## config.mk

```make
export PLATFORM = sky130hd
export DESIGN_NAME = header_framed_byte_receiver
export DESIGN_NICKNAME = d
export VERILOG_FILES = /design/src/hfbr_pkg.sv /design/src/hfbr_ctrl.sv /design/src/hfbr_datapath.sv /design/src/header_framed_byte_receiver.sv
export SDC_FILE = /design/constraint.sdc
export NUM_CORES = 1
export LEC_CHECK = 0
export ABC_AREA = 0
export BUFFER_PORTS_ARGS = -buffer_cell sky130_fd_sc_hd__buf_2
export CORE_ASPECT_RATIO = 2
export CORE_MARGIN = 2
export CORE_UTILIZATION = 35
export DETAILED_ROUTE_END_ITERATION = 10
export PLACE_DENSITY_LB_ADDON = 0.25
export SYNTH_ARGS = -nofsm -noshare
export SYNTH_HDL_FRONTEND = slang
export SYNTH_HIERARCHICAL = 1
export SYNTH_SLANG_ARGS = --single-unit
```

## constraint.sdc

```tcl
create_clock -name aclk -period 5.3 [get_ports aclk]
set_input_delay 0.53 -clock aclk [delete_from_list [all_inputs] [get_ports aclk]]
set_output_delay 0.53 -clock aclk [all_outputs]
set_load 0.005 [all_outputs]
```

## src/hfbr_pkg.sv

```systemverilog
// types and constants shared by the receiver modules
package hfbr_pkg;

    localparam int OUT_LIMIT = 32;

    localparam logic [7:0]  HEADER_RESET    = 8'hff;
    localparam logic [5:0]  FRAME_LEN_RESET = 6'd20;
    localparam logic [15:0] IDLE_RESET      = 16'd50;

    typedef enum logic [1:0] {
        REG_HEADER    = 2'd0,
        REG_FRAME_LEN = 2'd1,
        REG_IDLE      = 2'd2
    } cfg_reg_t;

    typedef enum logic {
        CMD_BYTE = 1'b0,
        CMD_TICK = 1'b1
    } cmd_t;

    typedef enum logic {
        REASON_FULL = 1'b0,
        REASON_IDLE = 1'b1
    } reason_t;

    typedef enum logic [1:0] {
        ST_IDLE = 2'd0,
        ST_READ = 2'd1,
        ST_LOAD = 2'd2
    } ctrl_state_t;

    typedef struct packed {
        logic step;
        logic rd_issue;
        logic load;
    } dp_cmd_t;

    typedef struct packed {
        logic emit;
        logic last;
        logic out_free;
    } dp_status_t;

endpackage

```

## src/hfbr_ctrl.sv

```systemverilog
// controller state machine: input acceptance and frame emission sequencing
module hfbr_ctrl import hfbr_pkg::*; (
    input  logic       aclk,
    input  logic       aresetn,
    input  logic       s_tvalid,
    output logic       s_tready,
    input  dp_status_t status,
    output dp_cmd_t    cmd
);

    ctrl_state_t state_reg, state_next;

    always_ff @(posedge aclk) begin
        if (!aresetn) begin
            state_reg <= ST_IDLE;
        end else begin
            state_reg <= state_next;
        end
    end

    always_comb begin
        state_next = state_reg;
        s_tready   = 1'b0;
        cmd        = '0;
        case (state_reg)
            ST_IDLE: begin
                s_tready = 1'b1;
                cmd.step = s_tvalid;
                if (s_tvalid && status.emit) begin
                    state_next = ST_READ;
                end
            end
            ST_READ: begin
                cmd.rd_issue = 1'b1;
                state_next   = ST_LOAD;
            end
            ST_LOAD: begin
                // wait for the output register to free up
                if (status.out_free) begin
                    cmd.load   = 1'b1;
                    state_next = status.last ? ST_IDLE : ST_READ;
                end
            end
            default: begin
                state_next = ST_IDLE;
            end
        endcase
    end

endmodule

```

## src/hfbr_datapath.sv

```systemverilog
// datapath: config registers, header/timer state, frame store and output register
module hfbr_datapath import hfbr_pkg::*; #(
    parameter int MAX_FRAME = 32
) (
    input  logic        aclk,
    input  logic        aresetn,
    input  logic        cfg_valid,
    input  logic [1:0]  cfg_index,
    input  logic [15:0] cfg_data,
    input  logic [7:0]  s_tdata,
    input  logic        s_tuser,
    input  dp_cmd_t     cmd,
    output dp_status_t  status,
    output logic        m_tvalid,
    input  logic        m_tready,
    output logic [23:0] m_tdata,
    output logic        m_tuser,
    output logic        m_tlast
);

    localparam int LEN_MAX = (MAX_FRAME < OUT_LIMIT) ? MAX_FRAME : OUT_LIMIT;
    localparam int AW      = (MAX_FRAME > 1) ? $clog2(MAX_FRAME) : 1;
    localparam logic [5:0] LEN_MAX_W = 6'(LEN_MAX);
    localparam logic [8:0] DEPTH_W   = 9'(MAX_FRAME);

    // configuration
    logic [7:0]  header_reg, header_next;
    logic [5:0]  flen_reg, flen_next;
    logic [15:0] idle_to_reg, idle_to_next;

    // receive state
    logic [1:0]  run_reg, run_next;
    logic        collecting_reg, collecting_next;
    logic [5:0]  fill_reg, fill_next;
    logic [15:0] idle_cnt_reg, idle_cnt_next;
    logic        running_reg, running_next;

    // emission state
    logic [5:0]  len_cap_reg, len_cap_next;
    logic [5:0]  real_reg, real_next;
    logic        reason_reg, reason_next;
    logic [4:0]  rd_idx_reg, rd_idx_next;
    logic [7:0]  rd_data_reg;

    // output register
    logic        m_valid_reg, m_valid_next;
    logic [7:0]  out_byte_reg, out_byte_next;
    logic [4:0]  out_idx_reg, out_idx_next;
    logic        out_reason_reg, out_reason_next;
    logic [5:0]  out_count_reg, out_count_next;
    logic        out_last_reg, out_last_next;

    logic [7:0]  store_mem [MAX_FRAME];

    logic [5:0]  eff_len;
    logic        is_tick;
    logic        tick_expire;
    logic [5:0]  fill_inc;
    logic [1:0]  run_new;
    logic        hdr_seen;
    logic [5:0]  fill_after;
    logic        emit;
    logic [5:0]  real_src;
    logic [5:0]  real_new;
    logic [8:0]  fill_ext;
    logic [8:0]  rd_ext;
    logic        wr_en;
    logic [AW-1:0] wr_addr;
    logic [AW-1:0] rd_addr;

    always_comb begin
        if (flen_reg == 6'd0) begin
            eff_len = 6'd1;
        end else if (flen_reg > LEN_MAX_W) begin
            eff_len = LEN_MAX_W;
        end else begin
            eff_len = flen_reg;
        end
    end

    always_comb begin
        is_tick     = (cmd_t'(s_tuser) == CMD_TICK);
        tick_expire = running_reg && (idle_cnt_reg <= 16'd1);
        if (collecting_reg && (fill_reg != 6'd63)) begin
            fill_inc = fill_reg + 6'd1;
        end else begin
            fill_inc = fill_reg;
        end
        if (s_tdata == header_reg) begin
            run_new = (run_reg == 2'd3) ? run_reg : run_reg + 2'd1;
        end else begin
            run_new = 2'd0;
        end
        // the second header byte in a row restarts the frame
        hdr_seen   = (run_new == 2'd2);
        fill_after = hdr_seen ? 6'd0 : fill_inc;
        emit       = is_tick ? tick_expire : (fill_after >= eff_len);
        real_src   = is_tick ? fill_reg : fill_after;
        real_new   = (real_src > eff_len) ? eff_len : real_src;
        fill_ext   = 9'(fill_reg);
        wr_en      = cmd.step && !is_tick && collecting_reg && (fill_ext < DEPTH_W);
        wr_addr    = fill_ext[AW-1:0];
        rd_ext     = 9'(rd_idx_reg);
        rd_addr    = rd_ext[AW-1:0];
    end

    assign status.emit     = emit;
    assign status.last     = ({1'b0, rd_idx_reg} == (len_cap_reg - 6'd1));
    assign status.out_free = !m_valid_reg || m_tready;

    always_comb begin
        header_next     = header_reg;
        flen_next       = flen_reg;
        idle_to_next    = idle_to_reg;
        run_next        = run_reg;
        collecting_next = collecting_reg;
        fill_next       = fill_reg;
        idle_cnt_next   = idle_cnt_reg;
        running_next    = running_reg;
        len_cap_next    = len_cap_reg;
        real_next       = real_reg;
        reason_next     = reason_reg;
        rd_idx_next     = rd_idx_reg;
        m_valid_next    = m_valid_reg;
        out_byte_next   = out_byte_reg;
        out_idx_next    = out_idx_reg;
        out_reason_next = out_reason_reg;
        out_count_next  = out_count_reg;
        out_last_next   = out_last_reg;

        if (cfg_valid) begin
            case (cfg_reg_t'(cfg_index))
                REG_HEADER:    header_next  = cfg_data[7:0];
                REG_FRAME_LEN: flen_next    = cfg_data[5:0];
                REG_IDLE:      idle_to_next = cfg_data;
                default: ;
            endcase
        end

        if (cmd.step) begin
            if (is_tick) begin
                if (running_reg) begin
                    if (tick_expire) begin
                        idle_cnt_next = 16'd0;
                        running_next  = 1'b0;
                    end else begin
                        idle_cnt_next = idle_cnt_reg - 16'd1;
                    end
                end
            end else begin
                idle_cnt_next = idle_to_reg;
                running_next  = 1'b1;
                run_next      = run_new;
                fill_next     = fill_after;
                if (hdr_seen) begin
                    collecting_next = 1'b1;
                end
            end
            if (emit) begin
                fill_next    = 6'd0;
                len_cap_next = eff_len;
                real_next    = real_new;
                reason_next  = is_tick ? REASON_IDLE : REASON_FULL;
                rd_idx_next  = 5'd0;
            end
        end

        if (m_valid_reg && m_tready) begin
            m_valid_next = 1'b0;
        end
        if (cmd.load) begin
            m_valid_next    = 1'b1;
            // zero padding past the real bytes
            out_byte_next   = ({1'b0, rd_idx_reg} < real_reg) ? rd_data_reg : 8'd0;
            out_idx_next    = rd_idx_reg;
            out_reason_next = reason_reg;
            out_count_next  = real_reg;
            out_last_next   = status.last;
            rd_idx_next     = rd_idx_reg + 5'd1;
        end
    end

    always_ff @(posedge aclk) begin
        if (!aresetn) begin
            header_reg     <= HEADER_RESET;
            flen_reg       <= FRAME_LEN_RESET;
            idle_to_reg    <= IDLE_RESET;
            run_reg        <= 2'd0;
            collecting_reg <= 1'b0;
            fill_reg       <= 6'd0;
            idle_cnt_reg   <= IDLE_RESET;
            running_reg    <= 1'b1;
            m_valid_reg    <= 1'b0;
        end else begin
            header_reg     <= header_next;
            flen_reg       <= flen_next;
            idle_to_reg    <= idle_to_next;
            run_reg        <= run_next;
            collecting_reg <= collecting_next;
            fill_reg       <= fill_next;
            idle_cnt_reg   <= idle_cnt_next;
            running_reg    <= running_next;
            m_valid_reg    <= m_valid_next;
        end
    end

    always_ff @(posedge aclk) begin
        len_cap_reg    <= len_cap_next;
        real_reg       <= real_next;
        reason_reg     <= reason_next;
        rd_idx_reg     <= rd_idx_next;
        out_byte_reg   <= out_byte_next;
        out_idx_reg    <= out_idx_next;
        out_reason_reg <= out_reason_next;
        out_count_reg  <= out_count_next;
        out_last_reg   <= out_last_next;
    end

    // entries below the fill count are always written after the last restart
    always_ff @(posedge aclk) begin
        if (wr_en) begin
            store_mem[wr_addr] <= s_tdata;
        end
        if (cmd.rd_issue) begin
            rd_data_reg <= store_mem[rd_addr];
        end
    end

    assign m_tvalid = m_valid_reg;
    assign m_tdata  = {5'd0, out_count_reg, out_idx_reg, out_byte_reg};
    assign m_tuser  = out_reason_reg;
    assign m_tlast  = out_last_reg;

endmodule

```

## src/header_framed_byte_receiver.sv

```systemverilog
// header-framed byte receiver with idle timeout: top level
//
// s_ channel: one event per request. s_tuser = 0 carries a received byte in
// s_tdata, s_tuser = 1 is a one millisecond tick (s_tdata ignored).
// m_ channel: one request per emitted frame byte; m_tlast marks the final
// byte, m_tuser gives the close reason (0 full, 1 idle timeout).
// cfg channel: cfg_index 0 header byte, 1 frame length, 2 idle timeout in
// ticks; other indexes are ignored. cfg_ready is always high.
// An event that closes no frame is taken without leaving idle, so such
// events can arrive back to back. An event that closes a frame starts
// emission of frame-length bytes, each byte passing a registered frame
// store read, then an output register load. s_tready is low during
// emission.
// A low m_tready holds the current byte in the output register and halts
// emission; after the final byte is loaded, new events are taken even while
// it waits. Reset restores register defaults, starts the idle timer and
// needs no clearing pass.
module header_framed_byte_receiver import hfbr_pkg::*; #(
    parameter int MAX_FRAME = 32
) (
    input  logic        aclk,
    input  logic        aresetn,
    input  logic        cfg_valid,
    output logic        cfg_ready,
    input  logic [1:0]  cfg_index,
    input  logic [15:0] cfg_data,
    input  logic        s_tvalid,
    output logic        s_tready,
    input  logic [7:0]  s_tdata,   // rx_byte[7:0]
    input  logic        s_tuser,   // cmd
    output logic        m_tvalid,
    input  logic        m_tready,
    output logic [23:0] m_tdata,   // frame_byte[7:0], byte_index[12:8], stored_count[18:13]
    output logic        m_tuser,   // close_reason
    output logic        m_tlast
);

    dp_cmd_t    cmd;
    dp_status_t status;

    assign cfg_ready = 1'b1;

    hfbr_ctrl u_ctrl (
        .aclk     (aclk),
        .aresetn  (aresetn),
        .s_tvalid (s_tvalid),
        .s_tready (s_tready),
        .status   (status),
        .cmd      (cmd)
    );

    hfbr_datapath #(
        .MAX_FRAME (MAX_FRAME)
    ) u_datapath (
        .aclk      (aclk),
        .aresetn   (aresetn),
        .cfg_valid (cfg_valid),
        .cfg_index (cfg_index),
        .cfg_data  (cfg_data),
        .s_tdata   (s_tdata),
        .s_tuser   (s_tuser),
        .cmd       (cmd),
        .status    (status),
        .m_tvalid  (m_tvalid),
        .m_tready  (m_tready),
        .m_tdata   (m_tdata),
        .m_tuser   (m_tuser),
        .m_tlast   (m_tlast)
    );

endmodule

```

# ---- Word level (Yosys, flattened, before mapping)
# Memory sizes are Yosys's and may differ from the RTL's. A register that Yosys moved wholly into a read port is not among the register bits.
# Index checks and enable logic that the tools add are counted.
dict set report totals {
  inputBits 32
  out_inout_bits 29
  memories 1
  reg_bits 98
  mem_bits_rw 256
  elab_cells 102
}
dict set report classes {
  n_reduce_logical 25
  eq_ne 12
  mux 33
  magnitude_cmp 6
  n_addsub 5
  bitwise_logic 1
}
# name words width read_ports rd_ports_with_merged_regs wr line_no
set mem_list {}
lappend mem_list {u_datapath.store_mem 32 8 1 1 1 hfbr_datapath.sv:53} ;# logic [7:0] store_mem [MAX_FRAME];
# operator count
set op_table {}
lappend op_table {{16-bit 2-to-1 mux} 3}
lappend op_table {{6-bit 2-to-1 mux} 7}
lappend op_table {{16-bit by 1-bit <= comparator with 1-bit output (second input constant)} 1}
lappend op_table {{2-bit AND reduction} 8}
lappend op_table {{16-bit by 1-bit subtractor with 16-bit output (second input constant)} 1}
lappend op_table {{1-bit 2-to-1 mux} 15}
lappend op_table {{5-bit 2-to-1 mux} 3}
lappend op_table {{2-bit == test (second input constant)} 4}
lappend op_table {{8-bit == test} 1}
lappend op_table {{2-bit 2-to-1 mux} 4}
lappend op_table {{1-bit logical AND} 7}
lappend op_table {{6-bit by 1-bit adder with 6-bit output (second input constant)} 1}
lappend op_table {{5-bit by 6-bit == test with 1-bit output} 1}
lappend op_table {{6-bit greater-or-equal comparator} 1}
lappend op_table {{6-bit > comparator} 1}
lappend op_table {{6-bit > comparator (second input constant)} 1}
lappend op_table {{6-bit zero test} 1}
lappend op_table {{5-bit by 6-bit less-than comparator with 1-bit output} 1}
lappend op_table {{6-bit less-than comparator (second input constant)} 1}
lappend op_table {{6-bit inequality test (second input constant)} 1}
lappend op_table {{2-bit case mux with 3 select lines} 1}
lappend op_table {{2-bit nonzero test} 3}
lappend op_table {{6-bit by 1-bit subtractor with 6-bit output (second input constant)} 1}
lappend op_table {{5-bit by 1-bit adder with 5-bit output (second input constant)} 1}
lappend op_table {{9 further kinds} 13}

# ---- Longest topological paths before layout
# Gate-level depths: netlist of run 1.
dict set report depth {
  depth_word 10
  mapped_depth 14
  depth_no_buf 12
}

# ---- By module
# The synthesis of run 1 kept the hierarchy.
# module area_each_um2 seq_area_each_um2 cells_each n_inst
set by_module_without_submodules {}
lappend by_module_without_submodules {hfbr_datapath 15203.3 10239.8 955 1}
lappend by_module_without_submodules {hfbr_ctrl 122.6 40.0 13 1}
lappend by_module_without_submodules {header_framed_byte_receiver 11.3 0.0 2 1}

# ---- Worst setup path before layout of run 1
# Ideal clock, no wire load.
dict set report synth_path {
  kind {input -> register}
  start {input port s_tdata[5]}
  end {register u_datapath.real_reg[0], data pin}
  setup_ns 0.283
  t_arrival_ns 2.834
  cell_stages 11
  path_slack_ns 2.183
  cell_sequence {xor2_1 > nor4_1 > nand4_1 > o211ai_1 > inv_1 > ha_1 > nor2b_1 > o21a_1 > o21ai_0 > a31oi_1 > mux2i_1}
}
dict set report synth_between {
  elab_chain_cells 7
}
# element line_no
set synth_rtl {}
lappend synth_rtl {{start: declaration} header_framed_byte_receiver.sv:29} ;# input logic [7:0] s_tdata,
lappend synth_rtl {{8-bit == test *} hfbr_datapath.sv:89} ;# if (s_tdata == header_reg) begin
lappend synth_rtl {{2-bit 2-to-1 mux *} hfbr_datapath.sv:89}
lappend synth_rtl {{2-bit == test *} hfbr_datapath.sv:95} ;# hdr_seen = (run_new == 2'd2);
lappend synth_rtl {{6-bit 2-to-1 mux *} hfbr_datapath.sv:96} ;# fill_after = hdr_seen ? 6'd0 : fill_inc;
lappend synth_rtl {{6-bit 2-to-1 mux *} hfbr_datapath.sv:98} ;# real_src = is_tick ? fill_reg : fill_after;
lappend synth_rtl {{6-bit > comparator} hfbr_datapath.sv:99} ;# real_new = (real_src > eff_len) ? eff_len : real_src;
lappend synth_rtl {{6-bit 2-to-1 mux *} hfbr_datapath.sv:99}
lappend synth_rtl {{net u_datapath.real_new[0]} hfbr_datapath.sv:64} ;# logic [5:0] real_new;
lappend synth_rtl {{end signal: assignment} hfbr_datapath.sv:209} ;# real_reg <= real_next;
lappend synth_rtl {{end: declaration} hfbr_datapath.sv:40} ;# logic [5:0] real_reg, real_next;
# The timed path passes the listed nets; every way through them passes the cells marked *.
# A chain may end at the register's enable or synchronous reset.

# ---- Worst setup path in the final report of run 1
dict set report layout_path {
  start {register u_datapath.header_reg[7]}
  end {register u_datapath.real_reg[3], data pin}
}
dict set report layout_between {
  elab_chain_cells 7
}
# element line_no
set layout_rtl {}
lappend layout_rtl {{start: declaration} hfbr_datapath.sv:27} ;# logic [7:0] header_reg, header_next;
lappend layout_rtl {{start signal: assignment} hfbr_datapath.sv:195} ;# header_reg <= header_next;
lappend layout_rtl {{8-bit == test *} hfbr_datapath.sv:89}
lappend layout_rtl {{2-bit 2-to-1 mux *} hfbr_datapath.sv:89}
lappend layout_rtl {{2-bit == test *} hfbr_datapath.sv:95}
lappend layout_rtl {{6-bit 2-to-1 mux *} hfbr_datapath.sv:96}
lappend layout_rtl {{6-bit 2-to-1 mux *} hfbr_datapath.sv:98}
lappend layout_rtl {{6-bit > comparator} hfbr_datapath.sv:99}
lappend layout_rtl {{6-bit 2-to-1 mux *} hfbr_datapath.sv:99}
lappend layout_rtl {{net u_datapath.real_new[3]} hfbr_datapath.sv:64}
# Marked as above.

==> results of run 1 <==
-- stage by stage --
step | total power, mW | util (%) | hold slack, ns | instance area [um2] | cells
finish | 5.868 | 40.34 | 0.2514 | 17500 | 1629
CTS | 5.937 | 40.34 | 0.2370 | 17500 | 1629
global placement | 3.460 | 37.79 | 0.4444 | 16390 | 1569
detailed placement | 3.465 | 37.79 | 0.4403 | 16390 | 1569
floorplan | 3.350 | - | 0.4003 | 15350 | 974
global route | 6.058 | 40.34 | 0.2568 | 17500 | 1629
-- cell families (layout without fill, tap and decap cells) --
group / count (synthesis) / count (layout)
and+or+nand+nor: 256 / 256
muxes: 103 / 103
buffers and inverters: 86 / 191
DFF: 362 / 362
other: 2 / 6
adders and majority gates: 24 / 24
xor gates and xnor gates: 18 / 18
AOI/OAI and AO/OA: 119 / 119
-- synth_stat cells (8+ instances only) --
master                       n
sky130_fd_sc_hd__edfxtp_1  303
sky130_fd_sc_hd__nand2_1    90
sky130_fd_sc_hd__mux4_2     67
sky130_fd_sc_hd__nor2_1     61
sky130_fd_sc_hd__dfxtp_1    59
sky130_fd_sc_hd__clkbuf_1   30
sky130_fd_sc_hd__inv_1      29
sky130_fd_sc_hd__nand3_1    26
sky130_fd_sc_hd__ha_1       24
sky130_fd_sc_hd__a21boi_0   23
sky130_fd_sc_hd__o21ai_0    19
sky130_fd_sc_hd__a21oi_1    17
sky130_fd_sc_hd__mux2i_1    14
sky130_fd_sc_hd__mux4_1     13
sky130_fd_sc_hd__nand3b_1   11
sky130_fd_sc_hd__xor2_1     11
sky130_fd_sc_hd__nor3_1     10
sky130_fd_sc_hd__mux2_2      9
sky130_fd_sc_hd__nor2b_1     9
sky130_fd_sc_hd__nor4_1      9
sky130_fd_sc_hd__buf_2       8
sky130_fd_sc_hd__buf_4       8
-- metal layers --
layer	up-vias	share of wire, %
li1	3926	-
met1	4378	34
met2	217	57
met3	88	2.9
met4	0	5.7
met5	-	0
-- report_power, final --
group / switching (mW) / leakage, nW / internal (mW)
sequential: 0.0220 / 3.21 / 3.10
combinational: 0.165 / 2.24 / 0.106
clock: 1.05 / 0.539 / 1.42
total: 1.24 / 5.98 / 4.63
-- worst max-delay path by stage --
stage                                         to  slack, ns  cells after the start
final                     u_datapath/real_reg[3]       1.41                     11
after detailed placement  u_datapath/real_reg[0]       1.17                     13
after global placement    u_datapath/real_reg[0]       1.26                     13
after global routing      u_datapath/real_reg[2]       1.07                     11
after CTS                 u_datapath/real_reg[0]       1.47                     11
after floorplan           u_datapath/real_reg[0]       2.18                     11
-- layout make-up --
class | count | share of cell area [%]
inverter | 29 | 0.6221
sequential | 362 | 58.75
clock inverter | 17 | 1.144
timing repair buffer | 102 | 3.747
multi-input combinational | 526 | 26.62
clock buffer | 43 | 5.177
tap | 550 | 3.933
-- worst register-to-register path, stage by stage (launching register included) --
cell and delay [ns]:
sky130_fd_sc_hd__dfxtp_1 0.37, sky130_fd_sc_hd__xor2_1 0.19, sky130_fd_sc_hd__nor4_1 0.72, sky130_fd_sc_hd__nand4_1 0.41
sky130_fd_sc_hd__o211ai_1 0.35, sky130_fd_sc_hd__inv_1 0.08, sky130_fd_sc_hd__ha_1 0.31, sky130_fd_sc_hd__nor2b_1 0.13
sky130_fd_sc_hd__o21a_1 0.12, sky130_fd_sc_hd__o21ai_0 0.06, sky130_fd_sc_hd__a31oi_1 0.68, sky130_fd_sc_hd__mux2i_1 0.18
==> metrics.md, run 1 <==
| Metric | Value |
|---|---|
| Cell count of the worst hold path | 3 |
| Antenna violations before repair | 0 |
| Number of ports placed on the die boundary | 61 |
| Post-synthesis simple-gate area fraction | 8.044% |
| Endpoint arrival time on the critical path | 4.12 ns |
| Detailed-route via count | 8609 |
| Final setup viols | 0 |
| Share of synthesized registers carrying an async set or reset | 0% |
| Clk pin slew, worst setup/hold paths | 0.06 ns |
| Maximum VDD drop | 0.3767 mV |
| Vias per cell | 5.285 |
| Number of placement rows | 108 |
| Number of remaining DRC errors | 0 |
| Fill cell count | 3968 |
| Clock tree buffer depth | 3 |
| Clock tree from TritonCTS | built |
| Fraction of the mapped netlist area in compound gates | 5.556% |
| Number of clock sinks | 362 |
| Startpoint of the worst register-to-register path | u_datapath/header_reg[7] |
| Bufs and invs on worst path | 1 |
| Pleak | 5.984 nW |
| Critical path required time | 5.53 ns |
| Violation count after the first detailed-routing iteration | 523 |
| Leading post-synthesis cells by cell area | sky130_fd_sc_hd__edfxtp_1, sky130_fd_sc_hd__mux4_2, sky130_fd_sc_hd__dfxtp_1 |
| Crit path launch type | flop |
| Reg-to-reg critical path endpoint | u_datapath/real_reg[3] |
| Setup slack on the worst flop-to-flop path | 1.41 ns |
| Met1 usage in global routing | 17.51% |
| Post-synthesis xor/xnor area fraction | 1.028% |
| Cells along the critical path | xor2_1 -> nor4_1 -> nand4_1 -> o211ai_1 -> inv_1 -> ha_1 -> nor2b_1 -> o21a_1 -> o21ai_0 -> a31oi_1 -> mux2i_1 |
| Die boundary width | 152.0 um |
| MaxCap Viol Count | 0 |
| Final hold violation count | 0 |
| Post-CTS Setup Repair Bufs | 0 |
| Total Negative Setup Slacks | 0 ns |
| Critical path startpoint | u_datapath/header_reg[7] |
| Initial core utilization | 35.36% |
| Number of synthesized register bits | 362 |
| Synth-to-layout area growth | 14.08% |
| Number of instances in the synthesized netlist | 970 |
| Vertical die dimension | 300.0 um |
| First-pass DRT Iterations | 7 |
| Area of the multi-input gates | 0.004658 mm2 |
| RePlAce Congestion | 0.8412 |
| Kind of cell with the highest combined delay on the critical path | simple AND/OR/NAND/NOR gates |
| Residual antenna-violating net count after detailed routing | 0 |
| Share of the clock period used by the worst path | 73.37% |
| Number of different library cells in the post-synthesis netlist | 66 |
| Arithmetic-cell share of the synthesized area counting full adders, half adders and majority gates | 1.958% |
| Hold Path End | u_datapath/idle_to_reg[13] |
| Commonest cells after routing, fill and taps aside | sky130_fd_sc_hd__edfxtp_1, sky130_fd_sc_hd__nand2_1, sky130_fd_sc_hd__mux4_2 |
| Largest net degree at the start of global routing | 71 |
| Global routing usage on met2 | 33.88% |
| Cell Area, Synth | 0.01534 mm2 |
| Cell taking the most area after synthesis | sky130_fd_sc_hd__edfxtp_1 |
| Number of enable flip-flop cells after synthesis | 303 |
| Top FF cell, synth | sky130_fd_sc_hd__edfxtp_1 |
| Tightest Pin Transition | 0.9770 ns |
| Setup WS post-layout | 1.411 ns |
| Post-layout minimum cycle time | 3.889 ns |
| RSZ-0062 raised after global routing | false |
| Synthesis Warnings | 6 |
| Fmax | 257.2 MHz |
| Number of gates resized after CTS | 0 |
| Clock H-tree levels | 2 |
| Number of buffer cells added on primary ports | 54 |
| Worst min-delay path startpoint | cfg_data[13] |
| Commonest non-fill, non-tap cell in the layout | sky130_fd_sc_hd__edfxtp_1 |
| Outcome | finished clean |
| Final Net Count | 1111 |
| Mean instance size in the synthesized netlist | 15.81 um2 |
| Number of buffers inserted for hold repair after clock tree synthesis | 0 |
| Area of the core | 0.04338 mm2 |
| Hold Path Class | input pin to flop |
| Post-DR wirelength/cell | 24.03 um |
| Largest register FFs | 256 |
| Worst slack at placement | 1.167 ns |
| Cells on worst reg2reg path | 11 |
| Number of global-route vias before repair | 8877 |
| Critical Path End Type | flop |
| Worst relative slew slack | 34.87% |
| Share of cells above drive strength 1 | 21.69% |
| Met3 capacity usage during global routing | 1.903% |
| Total wire length | 39140 um |
| Sequential element share of the synthesized area | 67.03% |
| Area share of the largest cell type after synthesis | 59.32% |
| DIE AREA | 0.04561 mm2 |
| Combined flip-flop and latch cell area | 0.01028 mm2 |
| Post-synthesis mux area share | 13.64% |
| Combinational family with the most area after synthesis | multiplexers |
| Number of antenna cells inserted | 0 |
| Pwr per Cell Area | 335.4 mW/mm2 |
| Setup skew after layout | 0.01870 ns |
| Pins over their slew limit | 0 |
| Total grt overflow | 0 |
| Later-pin clock latency in the skew report | 0.53 ns |
| Number of buffers added by the clock tree synthesis step | 34 |
| Buffer cell driving the clock tree root | sky130_fd_sc_hd__clkbuf_16 |
| Highest cell delay on the worst timing path | 0.72 ns |
| Largest fanout of any net on the critical path | 6 |
| Most crowded layer after global routing | met2 |
| Critical path type | flop to flop |
| Standard cell with the maximum stage delay on the critical path | sky130_fd_sc_hd__nor4_1 |
| All-layer global routing usage | 17.24% |
| Wire length of the first global-routing pass | 57830 um |
| Dpl hpwl | 27140 um |
Power figures use the tool's default switching activity.
==> run 2, diff against run 1 <==
==> constraint.sdc (replaced) <==
create_clock -name aclk -period 3.7 [get_ports aclk]
set_input_delay 0.37 -clock aclk [delete_from_list [all_inputs] [get_ports aclk]]
set_output_delay 0.37 -clock aclk [all_outputs]
set_load 0.005 [all_outputs]
==> run 2 against run 1 <==
  * Core utilization grew 0.52 points
  * Combinational power rose by 54%
  * Via count grew 0.42%
  * Critical path type unchanged
  * Largest cell class unchanged
==> metrics.md, run 2 (same netlist as run 1, synthesis figures left out) <==
| Metric | Value |
|---|---|
| Vertical die dimension | 300.0 um (unchanged) |
| Outcome | finished clean |
| Critical path required time | 3.87 ns (-1.66 ns) |
| Post-layout minimum cycle time | 3.276 ns (-0.6122 ns) |
| Die boundary width | 152.0 um (unchanged) |
| CP Depth | 9 (-2) |
| Cell total after placement | 1593 (+1.5%) |
| Clock network fraction of total power | 42.2% (about the same) |
| Number of antenna cells inserted | 0 (unchanged) |
| Largest register FFs | 256 (unchanged) |
| Highest cell delay on the worst timing path | 0.67 ns (-0.05 ns) |
| Detailed-route via count | 8645 (+0.42%) |
| Cells along the critical path | nand3_1 -> or4b_2 -> o21ai_0 -> nor2_1 -> ha_1 -> o2111ai_1 -> a21oi_1 -> o41a_1 -> and2_1 |
| Buffer cell driving the clock tree root | sky130_fd_sc_hd__clkbuf_16 |
| All-layer global routing usage | 16.76% (-0.48 points) |
| Critical path type | flop to flop |
| Number of buffers added by the clock tree synthesis step | 34 (unchanged) |
| Pleak | 6.104 nW (+2.0%) |
| Largest fanout of any net on the critical path | 13 (+7) |
| Number of remaining DRC errors | 0 (unchanged) |
| Met2 WL | 21870 um (-2.0%) |
| First-pass DRT Iterations | 5 (-2) |
| Commonest cells after routing, fill and taps aside | sky130_fd_sc_hd__edfxtp_1, sky130_fd_sc_hd__nand2_1, sky130_fd_sc_hd__buf_4 |
| RSZ-0062 raised after global routing | false |
| Hold Path Class | input pin to flop |
| Number of placement rows | 108 (unchanged) |
| Crit path launch type | flop |
| Pins over their slew limit | 0 (unchanged) |
| Wire length of the first global-routing pass | 57090 um (-1.3%) |
| Post-DR wirelength/cell | 22.92 um (-4.6%) |
| Setup slack on the worst flop-to-flop path | 0.42 ns (-0.99 ns) |
| DIE AREA | 0.04561 mm2 (unchanged) |
| Later-pin clock latency in the skew report | 0.55 ns (+0.02 ns) |
| Total wire length | 37940 um (-3.1%) |
| Cell count of the worst hold path | 3 (unchanged) |
| Antenna violations before repair | 3 (+3) |
| Tightest Pin Transition | 0.8380 ns (-0.1389 ns) |
| Clock H-tree levels | 2 (unchanged) |
| Final setup viols | 0 (unchanged) |
| Kind of cell with the highest combined delay on the critical path | simple AND/OR/NAND/NOR gates |
| Part of the power in registers | 52.9% (-0.3 points) |
| Clock tree from TritonCTS | built |
| Number of buffer cells added on primary ports | 54 (unchanged) |
| Critical Path End Type | flop |
| Internal power component | 6.613 mW (+43%) |
| Final Net Count | 1135 (+2.2%) |
| Final hold violation count | 0 (unchanged) |
| Largest net degree at the start of global routing | 39 (-45%) |
| Number of ports placed on the die boundary | 61 (unchanged) |
| Bufs and invs on worst path | 0 (-1) |
| Synth-to-layout area growth | 15.55% |
| Total grt overflow | 0 (unchanged) |
| Tot Pwr | 8.465 mW (+44%) |
| Maximum VDD drop | 0.3662 mV (-2.8%) |
| Residual antenna-violating net count after detailed routing | 0 (unchanged) |
| Setup skew after layout | 0.02830 ns (+0.009598 ns) |
| Pwr per Cell Area | 477.6 mW/mm2 (+42%) |
| MaxCap Viol Count | 0 (unchanged) |
| RePlAce Congestion | 0.8460 (+0.57%) |
| Endpoint arrival time on the critical path | 3.45 ns (-0.67 ns) |
| Standard cell with the maximum stage delay on the critical path | sky130_fd_sc_hd__or4b_2 |
| Number of global-route vias before repair | 9121 (+2.7%) |
| Initial core utilization | 35.36% (unchanged) |
| Routed length on met3 | 1069 um (-4.6%) |
| Commonest non-fill, non-tap cell in the layout | sky130_fd_sc_hd__edfxtp_1 |
| Clk pin slew, worst setup/hold paths | 0.06 ns (about the same) |
| Number of clock sinks | 362 (unchanged) |
| Metal-1 WL | 13030 um (-3.1%) |
| Vias per cell | 5.224 (-1.2%) |
| Fill cell count | 3946 (-0.55%) |
| Uppermost layer routed | met4 |
| Post-layout instance count excluding filler cells | 1655 (+1.6%) |
| Share of cells above drive strength 1 | 23.44% (+1.8 points) |
| Logic pwr share | 4.9% (+0.3 points) |
| Fmax | 305.2 MHz (+19%) |
| Violation count after the first detailed-routing iteration | 547 (+4.6%) |
| Dpl hpwl | 27460 um (+1.2%) |
| Worst relative slew slack | 44.01% (+9.1 points) |
| Fraction of power spent switching nets | 21.87% (+0.71 points) |
| Clock tree buffer depth | 3 (unchanged) |
| Cells on worst reg2reg path | 9 (-2) |
| Area of the core | 0.04338 mm2 (unchanged) |
| Net switching power | 1.852 mW (+49%) |
| Share of the clock period used by the worst path | 88.55% (+15 points) |
## run 2: changes by cell type in the layout (fill, tap and decap cells not counted), moves of 2 or more
cell                         previous run  this run
sky130_fd_sc_hd__clkinv_8               0         2
sky130_fd_sc_hd__clkinvlp_4             1         3
sky130_fd_sc_hd__inv_6                  2         0
sky130_fd_sc_hd__buf_4                 46        69
sky130_fd_sc_hd__clkinv_1               4         6
## run 2: worst paths after layout
path / start / to
worst min register to register: u_datapath/idle_to_reg[2] / u_datapath/idle_to_reg[2]
worst max register to register: u_datapath/fill_reg[3] / u_datapath/len_cap_reg[4]
worst min-delay path: cfg_data[12] / u_datapath/idle_to_reg[12]
worst max-delay path: u_datapath/fill_reg[3] / u_datapath/len_cap_reg[4]
## run 2: worst register-to-register path: stages, from the launching register on
cell	delay (ns)
sky130_fd_sc_hd__dfxtp_1	0.57
sky130_fd_sc_hd__nand3_1	0.17
sky130_fd_sc_hd__or4b_2	0.67
sky130_fd_sc_hd__o21ai_0	0.11
sky130_fd_sc_hd__nor2_1	0.08
sky130_fd_sc_hd__ha_1	0.29
sky130_fd_sc_hd__o2111ai_1	0.09
sky130_fd_sc_hd__a21oi_1	0.13
sky130_fd_sc_hd__o41a_1	0.25
sky130_fd_sc_hd__and2_1	0.55
## run 2: cell type report
| cell class | count | area, um2 | share of cell area (%) |
|---|---|---|---|
| repair buffers | 126 | 848.3 | 4.787 |
| well taps | 550 | 688.2 | 3.883 |
| clock inverters | 20 | 251.5 | 1.419 |
| multi-input cells | 526 | 4664 | 26.32 |
| flip-flops and latches | 362 | 10280 | 58.01 |
| clock buffers | 42 | 880.8 | 4.970 |
| inverters | 29 | 108.9 | 0.6142 |
## run 2: routing by layer
| metal | track usage [%] | vias up |
|---|---|---|
| li1 | - | 3965 |
| met4 | 8.344 | 0 |
| met1 | 16.87 | 4378 |
| met2 | 33.40 | 217 |
| met5 | 0 | - |
| met3 | 1.960 | 85 |
## run 2: power by group through the flow
stage,registers (mW),logic [mW],clock network [mW]
3_3_place_gp,4.56,0.418,0
3_5_place_dp,4.56,0.423,0
4_1_cts,4.47,0.424,3.66
6_report,4.47,0.417,3.57
5_1_grt,4.48,0.454,3.81
2_1_floorplan,4.55,0.249,0
## run 2: timing repair
action                                  4_1_cts  5_1_grt
endpoints found under the hold margin         0        0
setup buffers                                 0        0
endpoints found under the setup margin        0        6
gates resized for setup                       0        1
hold buffers                                  0        0
## run 2: metrics by stage
step / area [um2] / setup TNS (ns) / hold slack (ns) / worst slack (ns) / utilization, %
floorplan: 15350 / 0 / 0.4003 / 0.6166 / -
detailed placement: 16580 / -0.6972 / 0.4537 / -0.1337 / 38.23
finish: 17720 / 0 / 0.08037 / 0.4236 / 40.86
global placement: 16580 / -0.4267 / 0.4517 / -0.07518 / 38.23
CTS: 17720 / 0 / 0.06445 / 0.1792 / 40.84
global route: 17720 / 0 / 0.08865 / 0.1580 / 40.86
==> run 3, diff against run 2 <==
--- a/config.mk
+++ b/config.mk
@@ -9,7 +9,7 @@
 export BUFFER_PORTS_ARGS = -buffer_cell sky130_fd_sc_hd__buf_2
 export CORE_ASPECT_RATIO = 2
 export CORE_MARGIN = 2
-export CORE_UTILIZATION = 35
+export CORE_UTILIZATION = 37
 export DETAILED_ROUTE_END_ITERATION = 10
 export PLACE_DENSITY_LB_ADDON = 0.25
 export SYNTH_ARGS = -nofsm -noshare
==> run 3 against run 2 <==
  * Count of clock-buffer cells in the layout up 3
  * Worst hold slack worse by 0.041 ns
  * Non-clock buffer count up 2
  * Sequential cell count unchanged
  * Cell count down 1.1%
  * Combinational power about the same
  * Die area down 5.3%
  * Critical endpoint is now u_datapath/reason_reg
  * Design area down 0.69%
  * Register-to-register slack worse by 0.04 ns
  * Critical path depth unchanged
  * Core utilization up 2.1 points
==> metrics.md, run 3 (same netlist as run 1, synthesis figures left out) <==
| Metric | Value |
|---|---|
| Share of cells above drive strength 1 | 23.16% (-0.28 points) |
| Setup skew after layout | 0.008802 ns (-0.01949 ns) |
| Number of antenna cells inserted | 0 (unchanged) |
| Dpl hpwl | 28950 um (+5.4%) |
| Crit path launch type | flop |
| Clock tree from TritonCTS | built |
| Detailed-route via count | 8632 (-0.15%) |
| Number of buffer cells added on primary ports | 54 (unchanged) |
| Pleak | 6.050 nW (-0.89%) |
| Setup slack on the worst flop-to-flop path | 0.38 ns (-0.04 ns) |
| Maximum VDD drop | 0.2859 mV (-22%) |
| Wire length of the first global-routing pass | 57350 um (+0.46%) |
| Post-layout minimum cycle time | 3.317 ns (+0.04083 ns) |
| RSZ-0062 raised after global routing | false |
| Bufs and invs on worst path | 0 (unchanged) |
| CP dominant cell by count | sky130_fd_sc_hd__ha_1 |
| Clk pin slew, worst setup/hold paths | 0.07 ns (about the same) |
| Critical path required time | 3.91 ns (+0.04 ns) |
| Number of gates resized after CTS | 0 (unchanged) |
| Final hold violation count | 0 (unchanged) |
| Outcome | finished clean |
| Number of buffers inserted for hold repair after clock tree synthesis | 0 (unchanged) |
| Residual antenna-violating net count after detailed routing | 0 (unchanged) |
| Vias per cell | 5.276 (+1.0%) |
| First-pass DRT Iterations | 7 (+2) |
| Number of remaining DRC errors | 0 (unchanged) |
| Clock H-tree levels | 1 (-1) |
| Violation count after the first detailed-routing iteration | 443 (-19%) |
| Total grt overflow | 0 (unchanged) |
| Pwr per Cell Area | 458.2 mW/mm2 (-4.1%) |
| Number of global-route vias before repair | 9132 (+0.12%) |
| Cell total after placement | 1580 (-0.82%) |
| Initial core utilization | 37.42% (+2.1 points) |
| RePlAce Congestion | 0.8247 (-2.5%) |
| Fill cell count | 3738 (-5.3%) |
| Number of clock sinks | 362 (unchanged) |
| Synth-to-layout area growth | 14.75% |
| DIE AREA | 0.04320 mm2 (-5.3%) |
| Post-CTS Setup Repair Bufs | 0 (unchanged) |
| Antenna violations before repair | 0 (-3) |
| Clock tree buffer depth | 3 (unchanged) |
| All-layer global routing usage | 18.17% (+1.4 points) |
| Largest net degree at the start of global routing | 41 (+5.1%) |
| Largest fanout of any net on the critical path | 13 (unchanged) |
| Later-pin clock latency in the skew report | 0.57 ns (+0.02 ns) |
| Area of the core | 0.04099 mm2 (-5.5%) |
| Vertical die dimension | 291.9 um (-2.7%) |
| Final Net Count | 1134 (-0.088%) |
| Fmax | 301.5 MHz (-1.2%) |
| Endpoint arrival time on the critical path | 3.53 ns (+0.08 ns) |
| Worst relative slew slack | 44.42% (+0.41 points) |
| Post-DR wirelength/cell | 23.75 um (+3.6%) |
| Highest cell delay on the worst timing path | 0.69 ns (+0.02 ns) |
| Total wire length | 38860 um (+2.4%) |
| Standard cell with the maximum stage delay on the critical path | sky130_fd_sc_hd__or4b_2 |
| MaxCap Viol Count | 0 (unchanged) |
| Pins over their slew limit | 0 (unchanged) |
| Final setup viols | 0 (unchanged) |
| Number of placement rows | 105 (-2.8%) |
| Number of buffers added by the clock tree synthesis step | 31 (-8.8%) |
| Largest register FFs | 256 (unchanged) |
| Commonest cells after routing, fill and taps aside | sky130_fd_sc_hd__edfxtp_1, sky130_fd_sc_hd__nand2_1, sky130_fd_sc_hd__buf_4 |
| Tightest Pin Transition | 0.8319 ns (-0.006177 ns) |
| Number of ports placed on the die boundary | 61 (unchanged) |
| Post-layout instance count excluding filler cells | 1636 (-1.1%) |
| Commonest non-fill, non-tap cell in the layout | sky130_fd_sc_hd__edfxtp_1 |
| Share of the clock period used by the worst path | 89.66% (+1.1 points) |
| Hold Path Class | input pin to flop |
| Cells along the critical path | ha_1 -> or4b_2 -> o21ai_0 -> nor2_1 -> ha_1 -> o2111ai_1 -> a21oi_1 -> o41a_1 -> and2_1 |
| Critical Path End Type | flop |
| Buffer cell driving the clock tree root | sky130_fd_sc_hd__clkbuf_16 |
| Die boundary width | 148.0 um (-2.7%) |
| Critical path type | flop to flop |
| Kind of cell with the highest combined delay on the critical path | simple AND/OR/NAND/NOR gates |
| Total Negative Setup Slacks | 0 ns (unchanged) |
==> run 3: per-layer routing <==
metal	up-vias	global-route usage, %	wire length, um
met5	-	0	0
met4	0	9.059	2123
met3	73	2.094	1163
met2	195	37.69	23370
met1	4401	16.58	12200
li1	3963	-	-
==> run 3: final timing paths <==
path / end / start / cells after the start
worst max-delay path: u_datapath/reason_reg / u_datapath/fill_reg[0] / 9
worst min-delay path: u_datapath/header_reg[6] / cfg_data[6] / 3
worst max register to register: u_datapath/reason_reg / u_datapath/fill_reg[0] / 9
worst min register to register: u_datapath/idle_to_reg[2] / u_datapath/idle_to_reg[2] / 2
==> run 3: report_power, final <==
part / switching, mW / internal (mW) / total, mW / leakage, nW
Sequential: 0.0326 / 4.44 / 4.48 / 3.21
Combinational: 0.255 / 0.165 / 0.420 / 2.38
Clock: 1.42 / 1.75 / 3.17 / 0.467
==> run 3: tightest hold or removal path: cells and delay by family <==
family	cells	cell delay, ns
buffers and inverters	1	0.10
and+or+nand+nor	2	0.10
==> run 3: layout make-up <==
class                      count  area, um2  area share (%)
clock buffer                  45      858.3           4.877
sequential                   362      10280           58.41
inverter                      29      108.9          0.6185
multi-input combinational    526       4664           26.50
clock inverter                11      117.6          0.6683
tap                          535      669.4           3.803
timing repair buffer         128      900.9           5.119
==> run 3: through the flow <==
stage	worst slack, ns	util, %	cell area (um2)	hold slack [ns]	total power [mW]
4_1_cts	0.2808	42.92	17590	0.01470	8.155
5_1_grt	0.1546	42.94	17600	0.05017	8.330
3_3_place_gp	0.1981	40.54	16620	0.4488	4.984
6_report	0.3827	42.94	17600	0.03896	8.064
2_1_floorplan	0.6166	-	15350	0.4003	4.799
3_5_place_dp	0.05796	40.54	16620	0.4547	4.991
